<file path="config.mk">
export PLATFORM = sky130hd
export DESIGN_NAME = oeq_ctrl
export DESIGN_NICKNAME = d
export VERILOG_FILES = /design/src/oeq_pkg.sv /design/src/oeq_ctrl.sv
export SDC_FILE = /design/constraint.sdc
export NUM_CORES = 1
export LEC_CHECK = 0
export BUFFER_PORTS_ARGS = -buffer_cell sky130_fd_sc_hd__buf_2
export CORE_ASPECT_RATIO = 1.25
export CORE_MARGIN = 2
export CORE_UTILIZATION = 57
export DETAILED_ROUTE_END_ITERATION = 6
export GPL_TIMING_DRIVEN = 0
export PLACE_DENSITY = 0.8
export SLEW_MARGIN = 20
export SYNTH_ARGS = -nofsm -noshare
export SYNTH_HDL_FRONTEND = slang
export SYNTH_SLANG_ARGS = --single-unit
</file>
<file path="constraint.sdc">
create_clock -name i_clk -period 2.91 [get_ports i_clk]
set_input_delay 0.582 -clock i_clk [delete_from_list [all_inputs] [get_ports i_clk]]
set_output_delay 0.582 -clock i_clk [all_outputs]
set_load 0.1 [all_outputs]
</file>
<file path="src/oeq_pkg.sv">
// Shared types and command codes for the overwrite event queue.
package oeq_pkg;

    localparam int DEF_SLOT_COUNT = 64;

    localparam logic [1:0] CMD_PUSH  = 2'd0;
    localparam logic [1:0] CMD_POP   = 2'd1;
    localparam logic [1:0] CMD_CLEAR = 2'd2;

    typedef struct packed {
        logic [15:0] marks;
        logic [15:0] code;
        logic [15:0] source;
        logic [7:0]  kind;
    } t_header;

    typedef struct packed {
        t_header     header;
        logic [63:0] payload;
        logic [31:0] seq_num;
    } t_slot;

    typedef struct packed {
        logic wr_en;
        logic rd_en;
    } t_mem_ctl;

    typedef struct packed {
        logic        status;
        logic        pop_hit;
        logic [31:0] seq_num;
        logic [6:0]  fill;
        logic [31:0] drop;
        logic [31:0] last;
    } t_stage_info;

endpackage

</file>
<file path="src/oeq_ctrl.sv">
// Queue pointers, counters and per-command bookkeeping.
module oeq_ctrl #(
    parameter int SLOT_COUNT = oeq_pkg::DEF_SLOT_COUNT,
    localparam int IDX_W = $clog2(SLOT_COUNT)
) (
    input  logic                  i_clk,
    input  logic                  i_rst_n,
    input  logic                  i_accept,
    input  logic [1:0]            i_command,
    output oeq_pkg::t_mem_ctl     o_mem_ctl,
    output logic [IDX_W-1:0]      o_wr_addr,
    output logic [IDX_W-1:0]      o_rd_addr,
    output oeq_pkg::t_stage_info  o_info
);
    import oeq_pkg::*;

    localparam int CNT_W = $clog2(SLOT_COUNT + 1);
    localparam logic [IDX_W-1:0] LAST_IDX  = IDX_W'(SLOT_COUNT - 1);
    localparam logic [CNT_W-1:0] FULL_CNT  = CNT_W'(SLOT_COUNT);

    logic [IDX_W-1:0] r_wr_idx, n_wr_idx;
    logic [IDX_W-1:0] r_rd_idx, n_rd_idx;
    logic [CNT_W-1:0] r_count, n_count;
    logic [31:0]      r_drop, n_drop;
    logic [31:0]      r_seq, n_seq;
    t_stage_info      r_info, n_info;
    t_mem_ctl         mem_ctl;
    logic             status;
    logic             pop_hit;
    logic [31:0]      seq_out;

    function automatic logic [IDX_W-1:0] next_idx(input logic [IDX_W-1:0] idx);
        return (idx == LAST_IDX) ? '0 : idx + 1'b1;
    endfunction

    always_comb begin
        n_wr_idx = r_wr_idx;
        n_rd_idx = r_rd_idx;
        n_count  = r_count;
        n_drop   = r_drop;
        n_seq    = r_seq;
        mem_ctl  = '0;
        status   = 1'b0;
        pop_hit  = 1'b0;
        seq_out  = '0;
        if (i_accept) begin
            unique case (i_command)
                CMD_PUSH: begin
                    // full: drop the oldest word, count stays at depth
                    if (r_count == FULL_CNT) begin
                        n_rd_idx = next_idx(r_rd_idx);
                        n_drop   = r_drop + 32'd1;
                    end else begin
                        n_count  = r_count + 1'b1;
                    end
                    n_seq         = r_seq + 32'd1;
                    seq_out       = n_seq;
                    n_wr_idx      = next_idx(r_wr_idx);
                    mem_ctl.wr_en = 1'b1;
                end
                CMD_POP: begin
                    if (r_count == '0) begin
                        status = 1'b1;
                    end else begin
                        pop_hit       = 1'b1;
                        mem_ctl.rd_en = 1'b1;
                        n_rd_idx      = next_idx(r_rd_idx);
                        n_count       = r_count - 1'b1;
                    end
                end
                CMD_CLEAR: begin
                    n_wr_idx = '0;
                    n_rd_idx = '0;
                    n_count  = '0;
                end
                default: begin
                end
            endcase
        end
        n_info.status  = status;
        n_info.pop_hit = pop_hit;
        n_info.seq_num = seq_out;
        n_info.fill    = 7'(n_count);
        n_info.drop    = n_drop;
        n_info.last    = n_seq;
    end

    always_ff @(posedge i_clk) begin
        if (!i_rst_n) begin
            r_wr_idx <= '0;
            r_rd_idx <= '0;
            r_count  <= '0;
            r_drop   <= '0;
            r_seq    <= '0;
        end else begin
            r_wr_idx <= n_wr_idx;
            r_rd_idx <= n_rd_idx;
            r_count  <= n_count;
            r_drop   <= n_drop;
            r_seq    <= n_seq;
        end
    end

    always_ff @(posedge i_clk) begin
        if (i_accept) begin
            r_info <= n_info;
        end
    end

    assign o_mem_ctl = mem_ctl;
    assign o_wr_addr = r_wr_idx;
    assign o_rd_addr = r_rd_idx;
    assign o_info    = r_info;

endmodule

</file>
* Word level (Yosys, flattened, before mapping)
Index checks and enable logic that the tools add are counted.
** Storage, ports and cells
- Logic and storage cells :: 50
- Input bits :: 5
- Memory bits (writable) :: 0
- Output and inout port bits :: 119
- Register bits after elaboration :: 188
- Latch bits :: 0
- Memories :: 0
- Bits in read-only memories :: 0
** Operators by class
- Equal/unequal tests :: 7
- Bitwise operators :: 0
- Mux-type cells :: 20
- Add/subtract/negate cells :: 6
- Shift operators :: 0
- $lt $le $gt $ge :: 0
- Multiply operators :: 0
- Div/mod/pow operators :: 0
- Reductions and logical operators :: 6
** Operator list (number)
- 2-to-1 mux 32 bit :: 5
- adder 32 x 1 -> 32 bit (second input constant) :: 2
- 2-to-1 mux 6 bit :: 4
- 2-to-1 mux 7 bit :: 3
- case mux 7 bit (3 select lines) :: 1
- case mux 6 bit (3 select lines) :: 1
- adder 6 x 1 -> 6 bit (second input constant) :: 2
- equality test 6 bit (second input constant) :: 2
- case mux 6 bit (2 select lines) :: 1
- adder 7 x 1 -> 7 bit (second input constant) :: 1
- equality test 7 bit (second input constant) :: 1
- logical NOT 7 bit :: 1
- subtractor 7 x 1 -> 7 bit (second input constant) :: 1
- 2-to-1 mux 1 bit :: 4
- inequality test 2 bit (second input constant) :: 2
- AND reduction 4 bit :: 1
- nonzero test 3 bit :: 1
- equality test 2 x 1 -> 1 bit (second input constant) :: 1
- equality test 2 bit (second input constant) :: 1
- logical NOT 2 bit :: 1
- 2-to-1 mux 2 bit :: 1
- AND reduction 2 bit :: 1
- nonzero test 2 bit :: 1

* Logic depth before layout (Yosys ltp)
Gate-level depths: netlist of the first run.
- Word-level depth :: 4
- Depth in mapped cells :: 9
- Mapped depth without buffers :: 7

* Worst setup path before layout of the first run
No wires, ideal clock.
- Path kind :: input-to-output
- Start point :: in i_command[0]
- End point :: out o_mem_ctl[0] in the netlist's numbering
- Slack :: -0.303 ns
- Path buffers :: 2
- Arrival time :: 2.631 ns
- Cell stages on the path :: 4
- Data required time :: 2.328 ns
- Path through :: clkbuf_1 clkbuf_1 o311ai_0 nor2_1
** RTL lines
- start, declared :: line oeq_ctrl.sv:9 : input logic [1:0] i_command,
- end, declared :: line oeq_ctrl.sv:10 : output oeq_pkg::t_mem_ctl o_mem_ctl,

==> qor.txt, run 1 <==
status: finished, final reports clean
vias in the first global route: 5902
core area: 14300 um^2
synthesis-to-layout area growth: 19.0%
Routed Wire Length: 18400 um
ys flop type: edfxtp_1
fmax: 357 MHz
first-pass GRT wire length: 29600 um
Total GRT Usage: 23.8%
max-slew violations: 0
largest net degree at the start of global routing: 45
Compound-Gate Fraction of Synth Area: 5.16%
Placer Congestion: 0.904
Synth Area in Simple Gates: 23.0%
DR iter-0 viols: 380
starting density of the core: 57.9%
Post-Layout Cell Count: 1079
Post-CTS Hold Fix Bufs: 0
largest family of logic cells by synthesized area: simple AND/OR/NAND/NOR gates
hold crit path type: flop to flop
layout cells sized above 1: 20.8%
adder-cell share of the synthesized area: 0.908%
# setup viols final: 0
Post-Synthesis Net Count: 755
PwrDens: 598 nW/um^2
# fillers: 1051
worst-skew pair later-pin latency: 0.43 ns
total setup buffers inserted after CTS: 0
Largest delay share family, worst path: buffers and inverters
ys async rst share: 0%
Syn Area/Cell: 11.1 um^2
Post-Syn Area: 8270 um^2
routed len/inst: 17.0 um
Final ANT Viol Nets: 0
crit-path max FO: 10
Clock Skew: 0.0114 ns
CP max-delay cell: clkbuf_1
row count: 49
number of synthesized register bits: 188
commonest non-fill, non-tap cell in the layout: buf_2
CP Data Arrival Time: 2.22 ns
Cell variety after synth: 63
post-route clock period utilization: 96.3%
GRT overflow: 0
Placed Cells: 1044
CP peak stage delay: 0.40 ns
clock buffer count from CTS: 17
DRC viols: 0
DRT Pass-1 Iters: 5
EDFF count, synth: 105
Clock Path Buffers: 2
VDD IR max: 0.341 mV
hpwl dp: 11900 um
number of antenna diodes: 0
clock sink total: 188
minimum clock period: 2.80 ns
die area: 15500 um^2
Post-Syn Instances: 744
CTS tree: done
Post-Synth XOR/XNOR Area: 9.22%
most used cell, CP: clkbuf_1
Die Height: 139 um
chip width: 112 um
post-synthesis sequential area ratio: 58.3%
H-tree levels: 4
critical path type: input port to output port
initial antenna violation count: 0
port buffer count: 121
commonest cells after routing, fill and taps aside: buf_2, edfxtp_1, dfxtp_1
multiplexer area fraction after synthesis: 0.742%
Vias: 6169
CP Buf/Inv Count: 4
Nets: 899
Tightest Pin Transition: 1.01 ns
leakage: 0.00385 uW
Slew headroom: 31.9%
critical-path cell list: buf_2, clkbuf_1, clkbuf_1, o311ai_2, nor2_2, buf_4
Crit. End Element: output port
Via density: 5.72
Final Power: 5880 uW
Worst Hold Slack: 0.487 ns
number of max-cap violations: 0
Critical Path RT: 2.33 ns
Setup crit start kind: input port
Setup TNS Final: 0 ns
synth warn: 0
CTS clk-pin slew, worst paths: 0.07 ns
clock root buffer: clkbuf_16
# IOs: 124
Final Util: 68.8%
Hold Vio Cnt, Final: 0
==> per-layer routing <==
metal / global-route usage, % / share of wire (%) / wire (um) / vias to the layer above
met5: 0 / 0 / 0 / -
met4: 7.73 / 1.8 / 337 / 0
met3: 4.55 / 5.8 / 1060 / 29
met2: 40.8 / 52 / 9530 / 235
met1: 30.6 / 41 / 7460 / 2960
li1: - / - / - / 2945
==> kinds of logic (layout without fill, tap and decap cells) <==
logic type | after synthesis | after routing
buf+inv | 52 | 209
flops | 188 | 188
xor+xnor | 87 | 87
fa+ha+maj | 6 | 6
mux | 6 | 6
simple gates | 342 | 342
compound gates | 63 | 63
==> worst reg2reg max path, delay by kind of cell, from the launching register on <==
kind	cells	cell delay, ns
AND/OR/NAND/NOR	4	1.23
flip-flops	1	0.46
adder cells (fa/ha/maj)	1	0.30
XOR/XNOR	1	0.18
==> state kept, by name (all words and copies together) (netlist names) <==
register	flops
r_seq	32
o_info	105
r_drop	32
o_wr_addr	6
o_rd_addr	6
r_count	7
==> power by group <==
group | switching (uW) | leakage, uW | internal, uW
sequential | 24.4 | 0.00172 | 2860
clock | 1090 | 0.000284 | 1150
combinational | 642 | 0.00184 | 108
==> synthesized netlist by cell type, types with 3 or more instances <==
cell,instances,area share (%)
nor4_1,6,0.45
o21ai_0,19,1.2
o31ai_1,3,0.27
nor3_1,20,1.2
a31oi_1,5,0.38
o21a_1,3,0.27
dfxtp_1,83,20
nand2_1,51,2.3
or2_2,3,0.23
nor2b_1,3,0.23
and2_1,73,5.5
buf_2,9,0.54
clkbuf_1,25,1.1
mux2i_1,5,0.61
edfxtp_1,105,38
or3_1,6,0.45
a21oi_1,8,0.48
and3_1,16,1.2
ha_1,6,0.91
nor4_2,3,0.45
nand4_1,36,2.7
nor2_1,49,2.2
xor2_1,29,3.1
and4_1,4,0.42
inv_1,12,0.54
nand2b_1,12,0.91
xnor2_1,58,6.1
nand3_1,45,2.7
==> worst paths after layout <==
check / from / slack [ns] / endpoint / cells after the start
max reg2reg: r_seq[1]$_SDFF_PN0_ / 0.47 / o_info[93]$_SDFFCE_PN0P_ / 6
max: i_command[0] / 0.11 / o_mem_ctl[0] / 6
min reg2reg: r_drop[31]$_SDFF_PN0_ / 0.49 / r_drop[31]$_SDFF_PN0_ / 2
min: r_drop[31]$_SDFF_PN0_ / 0.49 / r_drop[31]$_SDFF_PN0_ / 2
==> metrics by stage <==
stage	area (um^2)	setup slack (ns)
2_1_floorplan	8270	0.144
3_3_place_gp	9100	-1.76
3_5_place_dp	9130	-0.585
4_1_cts	9790	0.0184
5_1_grt	9830	-0.0147
6_report	9830	0.108
==> layout make-up <==
class / count / area [um^2] / area share, %
multi-input cells: 504 / 3230 / 32.9
well taps: 178 / 223 / 2.26
repair buffers: 125 / 751 / 7.63
flip-flops and latches: 188 / 4810 / 49.0
clock inverters: 14 / 150 / 1.53
clock buffers: 18 / 429 / 4.36
inverters: 13 / 48.8 / 0.496
plain buffers: 39 / 184 / 1.87
==> repair_timing <==
action | in CTS | in global routing
resized for setup | 6 | 5
endpoints found under the setup margin | 4 | 2
gates cloned | 2 | 1
hold endpoints to repair | 0 | 0
Note: power is estimated with default switching activity, not from simulation.
==> run 2: changes to the inputs <==
- ABC_AREA: default -> 1
==> run 2 against run 1 <==
  * Non-clock buffer count down 18
  * Register-to-register slack gained 0.30 ns
  * First-iteration DRC count increased by 39%
  * Final cell count rose by 24%
  * Setup slack better by 0.035 ns
==> qor.txt, run 2 <==
largest net degree at the start of global routing: 65 (+44%)
R2R setup slack: 0.77 ns (+0.30 ns)
first-pass GRT wire length: 32700 um (+10%)
hold crit path type: input port to flop
Clock Skew: 0.00999 ns (-0.00140 ns)
met1 global-route usage: 29.9% (-0.69 points)
die area: 16000 um^2 (+3.4%)
DR iter-0 viols: 530 (+39%)
top cells by count, synth: nand2_1, nor2_1, inv_1
CTS clk-pin slew, worst paths: 0.07 ns (about the same)
# setup viols final: 0 (unchanged)
Min-Delay Startpoint: i_rst_n
# fillers: 1221 (+16%)
port buffer count: 123 (+1.7%)
Placer Congestion: 0.964 (+6.6%)
Hold Vio Cnt, Final: 0 (unchanged)
WHS Endpoint: o_wr_addr[3]$_SDFFE_PN0P_
EDFF count, synth: 105 (unchanged)
Worst R2R End: o_info[61]$_DFFE_PP_
Crit. End Element: output port
minimum clock period: 2.77 ns (-0.0354 ns)
Slew headroom: 56.3% (+24 points)
PwrDens: 608 nW/um^2 (+1.6%)
Yosys top cell area share: 36.9% (-1.3 points)
global routing usage on met2: 47.0% (+6.2 points)
clock buffer count from CTS: 17 (unchanged)
# IOs: 124 (unchanged)
number of synthesized register bits: 188 (unchanged)
vias in the first global route: 6948 (+18%)
commonest non-fill, non-tap cell in the layout: nand2_1
Largest delay share family, worst path: buffers and inverters
fmax: 361 MHz (+1.3%)
post-synthesis sequential area ratio: 56.3% (-2.0 points)
crit-path max FO: 46 (+36)
most crowded layer after global routing: met2
row count: 50 (+2.0%)
Post-Syn Instances: 1003 (+35%)
Post-Synthesis Net Count: 1014 (+34%)
DRT Pass-1 Iters: 5 (unchanged)
WHS Path Cells: 2 (unchanged)
top post-synthesis cells by area: edfxtp_1, dfxtp_1, nand2_1, nor2_1, inv_1
max reg flops: 105 (unchanged)
CP max-delay cell: buf_4
layout cells sized above 1: 16.7% (-4.0 points)
Nets: 1157 (+29%)
Final Util: 67.4% (-1.5 points)
Via density: 5.30 (-7.2%)
max-slew violations: 0 (unchanged)
DRC viols: 0 (unchanged)
reg2reg start: r_count[0]$_SDFF_PN0_
number of max-cap violations: 0 (unchanged)
met3 track demand over resource: 6.79% (+2.2 points)
Clock Path Buffers: 2 (unchanged)
most used cell, CP: buf_2
chip width: 114 um (+1.7%)
ys flop type: edfxtp_1
commonest cells after routing, fill and taps aside: nand2_1, nor2_1, buf_2
R2R depth: 12 (+6)
hpwl dp: 15100 um (+27%)
status: finished, final reports clean
VDD IR max: 0.416 mV (+22%)
CP peak stage delay: 0.34 ns (-0.06 ns)
critical path type: input port to output port
clock root buffer: clkbuf_16
post-route clock period utilization: 95.1% (-1.2 points)
ys async rst share: 0% (unchanged)
synthesis-to-layout area growth: 16.8%
total setup buffers inserted after CTS: 0 (unchanged)
clock sink total: 188 (unchanged)
Syn Area/Cell: 8.53 um^2 (-23%)
CP Buf/Inv Count: 4 (unchanged)
Placed Cells: 1309 (+25%)
largest area contributor in the synthesized netlist: edfxtp_1
synth warn: 0 (unchanged)
CTS tree: done
Post-Layout Cell Count: 1341 (+24%)
core area: 14800 um^2 (+3.8%)
Final ANT Viol Nets: 0 (unchanged)
H-tree levels: 4 (unchanged)
number of antenna diodes: 0 (unchanged)
critical-path cell list: buf_8, nand2_2, nor2_2, buf_2, buf_2, buf_4
Critical Path RT: 2.33 ns (about the same)
Vias: 7114 (+15%)
CP Data Arrival Time: 2.18 ns (-0.04 ns)
Total GRT Usage: 26.4% (+2.6 points)
RSZ-0062 raised after global routing: no
Routed Wire Length: 20500 um (+11%)
worst-skew pair later-pin latency: 0.44 ns (about the same)
Cell variety after synth: 40 (-37%)
Tightest Pin Transition: 0.656 ns (-0.356 ns)
starting density of the core: 57.7% (-0.16 points)
GRT overflow: 0 (unchanged)
Setup crit start kind: input port
Post-Syn Area: 8550 um^2 (+3.5%)
initial antenna violation count: 0 (unchanged)
routed len/inst: 15.3 um (-10%)
leakage: 0.00438 uW (+14%)
Die Height: 141 um (+1.7%)
top-count cell post-synth: nand2_1
[run 2: cell type report]
class	count	area, um^2	share of cell area, %
plain buffers	22	106	1.06
clock buffers	18	429	4.30
clock inverters	14	120	1.20
inverters	128	482	4.82
multi-input cells	665	3150	31.6
flip-flops and latches	188	4810	48.2
well taps	182	228	2.28
repair buffers	124	658	6.59
[run 2: metrics by stage]
| stage | power [uW] | hold WS, ns | worst slack (ns) | cell area (um^2) | setup TNS [ns] |
|---|---|---|---|---|---|
| after global routing | 6250 | 0.460 | 0.00457 | 9990 | 0 |
| final | 6070 | 0.450 | 0.143 | 9990 | 0 |
| after CTS | 6090 | 0.437 | 0.0856 | 9980 | 0 |
| after floorplan | 3760 | 0.461 | 0.0498 | 8550 | 0 |
| after detailed placement | 3940 | 0.470 | -0.0516 | 9430 | -0.0516 |
| after global placement | 3930 | 0.465 | -1.57 | 9400 | -131.76 |
[run 2: kinds of logic (layout without fill, tap and decap cells)]
kind of cell / Yosys count / in the layout / share of synthesized area (%)
xor+xnor: 25 / 25 / 2.74
compound gates: 103 / 103 / 6.32
simple gates: 531 / 531 / 26.9
buf+inv: 150 / 306 / 6.87
flops: 188 / 188 / 56.3
fa+ha+maj: 6 / 6 / 0.878
[run 2: per-layer routing]
metal | routed length, um | share of wire [%]
met2 | 10600 | 52
met5 | 0 | 0
met4 | 596 | 2.9
met3 | 1480 | 7.2
met1 | 7820 | 38
[run 2: timing repair]
action	4_1_cts	5_1_grt
endpoints found under the hold margin	0	0
resized for setup	1	3
endpoints found under the setup margin	1	2
hold buffers	0	0
[run 2: power by group]
group	internal, uW	leakage, uW	total (uW)	switching [uW]
Sequential	2900	0.00172	2940	40.3
Clock	1180	0.000263	2190	1010
Combinational	124	0.00240	942	818
[run 2: worst max path at each step]
stage                           from            to  slack [ns]  cells after the start
6_report                    i_accept  o_mem_ctl[1]        0.14                      6
3_5_place_dp                i_accept  o_mem_ctl[1]       -0.05                      6
5_1_grt        r_count[0]$_SDFF_PN0_  o_mem_ctl[0]       0.005                      8
3_3_place_gp                i_accept  o_mem_ctl[1]       -1.57                      6
2_1_floorplan  r_count[0]$_SDFF_PN0_  o_mem_ctl[0]        0.05                      7
4_1_cts                     i_accept  o_mem_ctl[1]        0.09                      6
==> run 3: changes to the inputs <==
- PLACE_DENSITY: 0.8 -> default
- PLACE_DENSITY_LB_ADDON: default -> 0.08
==> run 3 against run 2 <==
  * Register-to-register slack worse by 0.04 ns
  * Final area about the same
  * Count of clock-buffer cells in the layout increased by 1
  * Routed wire length is 2.5% higher
  * Via count about the same
  * Setup slack improved by 0.0056 ns
  * Final cell count is essentially flat
  * Non-clock buffer count is the same
  * Sequential power hardly changed
  * Total power shrank 0.32%
==> qor.txt, run 3 (synthesis results as in run 2) <==
CP max-delay cell: buf_2
Tightest Pin Transition: 0.769 ns (+0.112 ns)
routed len/inst: 15.6 um (+2.5%)
critical-path cell list: buf_8, nand2_2, nor2_2, buf_2, buf_2, buf_6
Crit. End Element: output port
Post-CTS Hold Fix Bufs: 0 (unchanged)
first-pass GRT wire length: 33200 um (+1.4%)
clock sink total: 188 (unchanged)
minimum clock period: 2.76 ns (-0.00561 ns)
GRT overflow: 0 (unchanged)
core area: 14800 um^2 (unchanged)
multi-input logic area: 3150 um^2 (about the same)
die area: 16000 um^2 (unchanged)
Hold Vio Cnt, Final: 0 (unchanged)
clock buffer count from CTS: 17 (unchanged)
RSZ-0062 raised after global routing: no
setup ws final: 0.149 ns (+0.00561 ns)
Final ANT Viol Nets: 0 (unchanged)
# IOs: 124 (unchanged)
Setup TNS Final: 0 ns (unchanged)
hpwl dp: 15300 um (+1.2%)
CTS tree: done
starting density of the core: 57.7% (unchanged)
number of max-cap violations: 0 (unchanged)
row count: 50 (unchanged)
met1 WL: 8270 um (+5.7%)
met2 wire length: 10700 um (+1.8%)
max-slew violations: 0 (unchanged)
DRT Pass-1 Iters: 7 (+2)
max reg flops: 105 (unchanged)
commonest cells after routing, fill and taps aside: nand2_1, nor2_1, buf_2
Final Instance Area: 9990 um^2 (about the same)
CP Data Arrival Time: 2.18 ns (about the same)
leakage: 0.00438 uW (about the same)
CP peak stage delay: 0.32 ns (-0.02 ns)
CTS clk-pin slew, worst paths: 0.07 ns (about the same)
layout cells sized above 1: 16.5% (-0.24 points)
Setup crit start kind: input port
Post-Place Worst Slack: -0.143 ns (-0.0912 ns)
Reg area: 4810 um^2 (unchanged)
largest net degree at the start of global routing: 63 (-3.1%)
Placed Cells: 1309 (unchanged)
fmax: 362 MHz (+0.20%)
Largest delay share family, worst path: buffers and inverters
initial antenna violation count: 0 (unchanged)
Slew headroom: 48.8% (-7.5 points)
Max Used Layer: met4
port buffer count: 123 (unchanged)
post-route clock period utilization: 94.9% (-0.19 points)
number of antenna diodes: 0 (unchanged)
Total GRT Usage: 26.9% (+0.51 points)
crit-path max FO: 48 (+4.3%)
Placed Instance Area: 9430 um^2 (unchanged)
clock root buffer: clkbuf_16
DR iter-0 viols: 508 (-4.2%)
Vias: 7112 (-0.028%)
Placer Congestion: 0.958 (-0.57%)
CP Buf/Inv Count: 4 (unchanged)
commonest non-fill, non-tap cell in the layout: nand2_1
PwrDens: 606 nW/um^2 (-0.29%)
Post-Layout Cell Count: 1340 (-0.075%)
most used cell, CP: buf_2
H-tree levels: 4 (unchanged)
Critical Path RT: 2.33 ns (about the same)
critical path type: input port to output port
Via density: 5.31 (about the same)
chip width: 114 um (unchanged)
hold crit path type: input port to flop
Nets: 1157 (unchanged)
Clock Skew: 0.00907 ns (-0.000923 ns)
Clock Path Buffers: 2 (unchanged)
vias in the first global route: 6680 (-3.9%)
status: finished, final reports clean
VDD IR max: 0.367 mV (-12%)
Routed Wire Length: 21000 um (+2.5%)
synthesis-to-layout area growth: 16.7% (about the same)
# fillers: 1241 (+1.6%)
DRC viols: 0 (unchanged)
worst-skew pair later-pin latency: 0.44 ns (about the same)
# setup viols final: 0 (unchanged)
metal3 WL: 1220 um (-17%)
Die Height: 141 um (unchanged)
-- run 3: timing repair --
action,CTS,global route
resized for setup,1,5
buffers inserted,0,0
endpoints found under the setup margin,1,2
-- run 3: per-stage QoR --
stage                     total power [uW]  hold slack, ns  util (%)
after floorplan                       3760           0.461         -
after global placement                3930           0.466      63.4
after detailed placement              3940           0.476      63.6
after CTS                             6080           0.424      67.3
after global routing                  6240           0.442      67.4
final                                 6050           0.435      67.4
-- run 3: per-layer routing --
metal  GRT usage, %  up-vias
li1               -     3552
met1           31.3     3270
met2           48.2      231
met3           5.42       59
met4           11.4        0
met5              0        -
-- run 3: report_power, final --
part	internal (uW)	total, uW	switching (uW)
combinational	125	946	822
clock	1190	2160	976
sequential	2900	2940	40.6
-- run 3: path summary, 6_finish.rpt --
kind	start	end	slack [ns]	cells past startpoint
min	i_rst_n	o_wr_addr[3]$_SDFFE_PN0P_	0.44	2
max	i_accept	o_mem_ctl[1]	0.15	6
max reg2reg	r_count[0]$_SDFF_PN0_	o_info[61]$_DFFE_PP_	0.73	12
min reg2reg	o_rd_addr[5]$_SDFFE_PN0P_	o_rd_addr[5]$_SDFFE_PN0P_	0.48	2
-- run 3: worst register-to-register path, delay by kind of cell, from the launching register on --
family,cells,cell delay [ns]
fa+ha+maj,1,0.26
buf+inv,3,0.34
flops,1,0.35
simple gates,8,0.98
-- run 3: area by class of cell --
| type | count | share of cell area (%) |
|---|---|---|
| Sequential cell | 188 | 48.2 |
| Multi-Input combinational cell | 665 | 31.6 |
| Timing Repair Buffer | 124 | 6.63 |
| Inverter | 128 | 4.82 |
| Clock buffer | 19 | 4.43 |
| Tap cell | 182 | 2.28 |
| Buffer | 22 | 1.06 |
| Clock inverter | 12 | 0.977 |
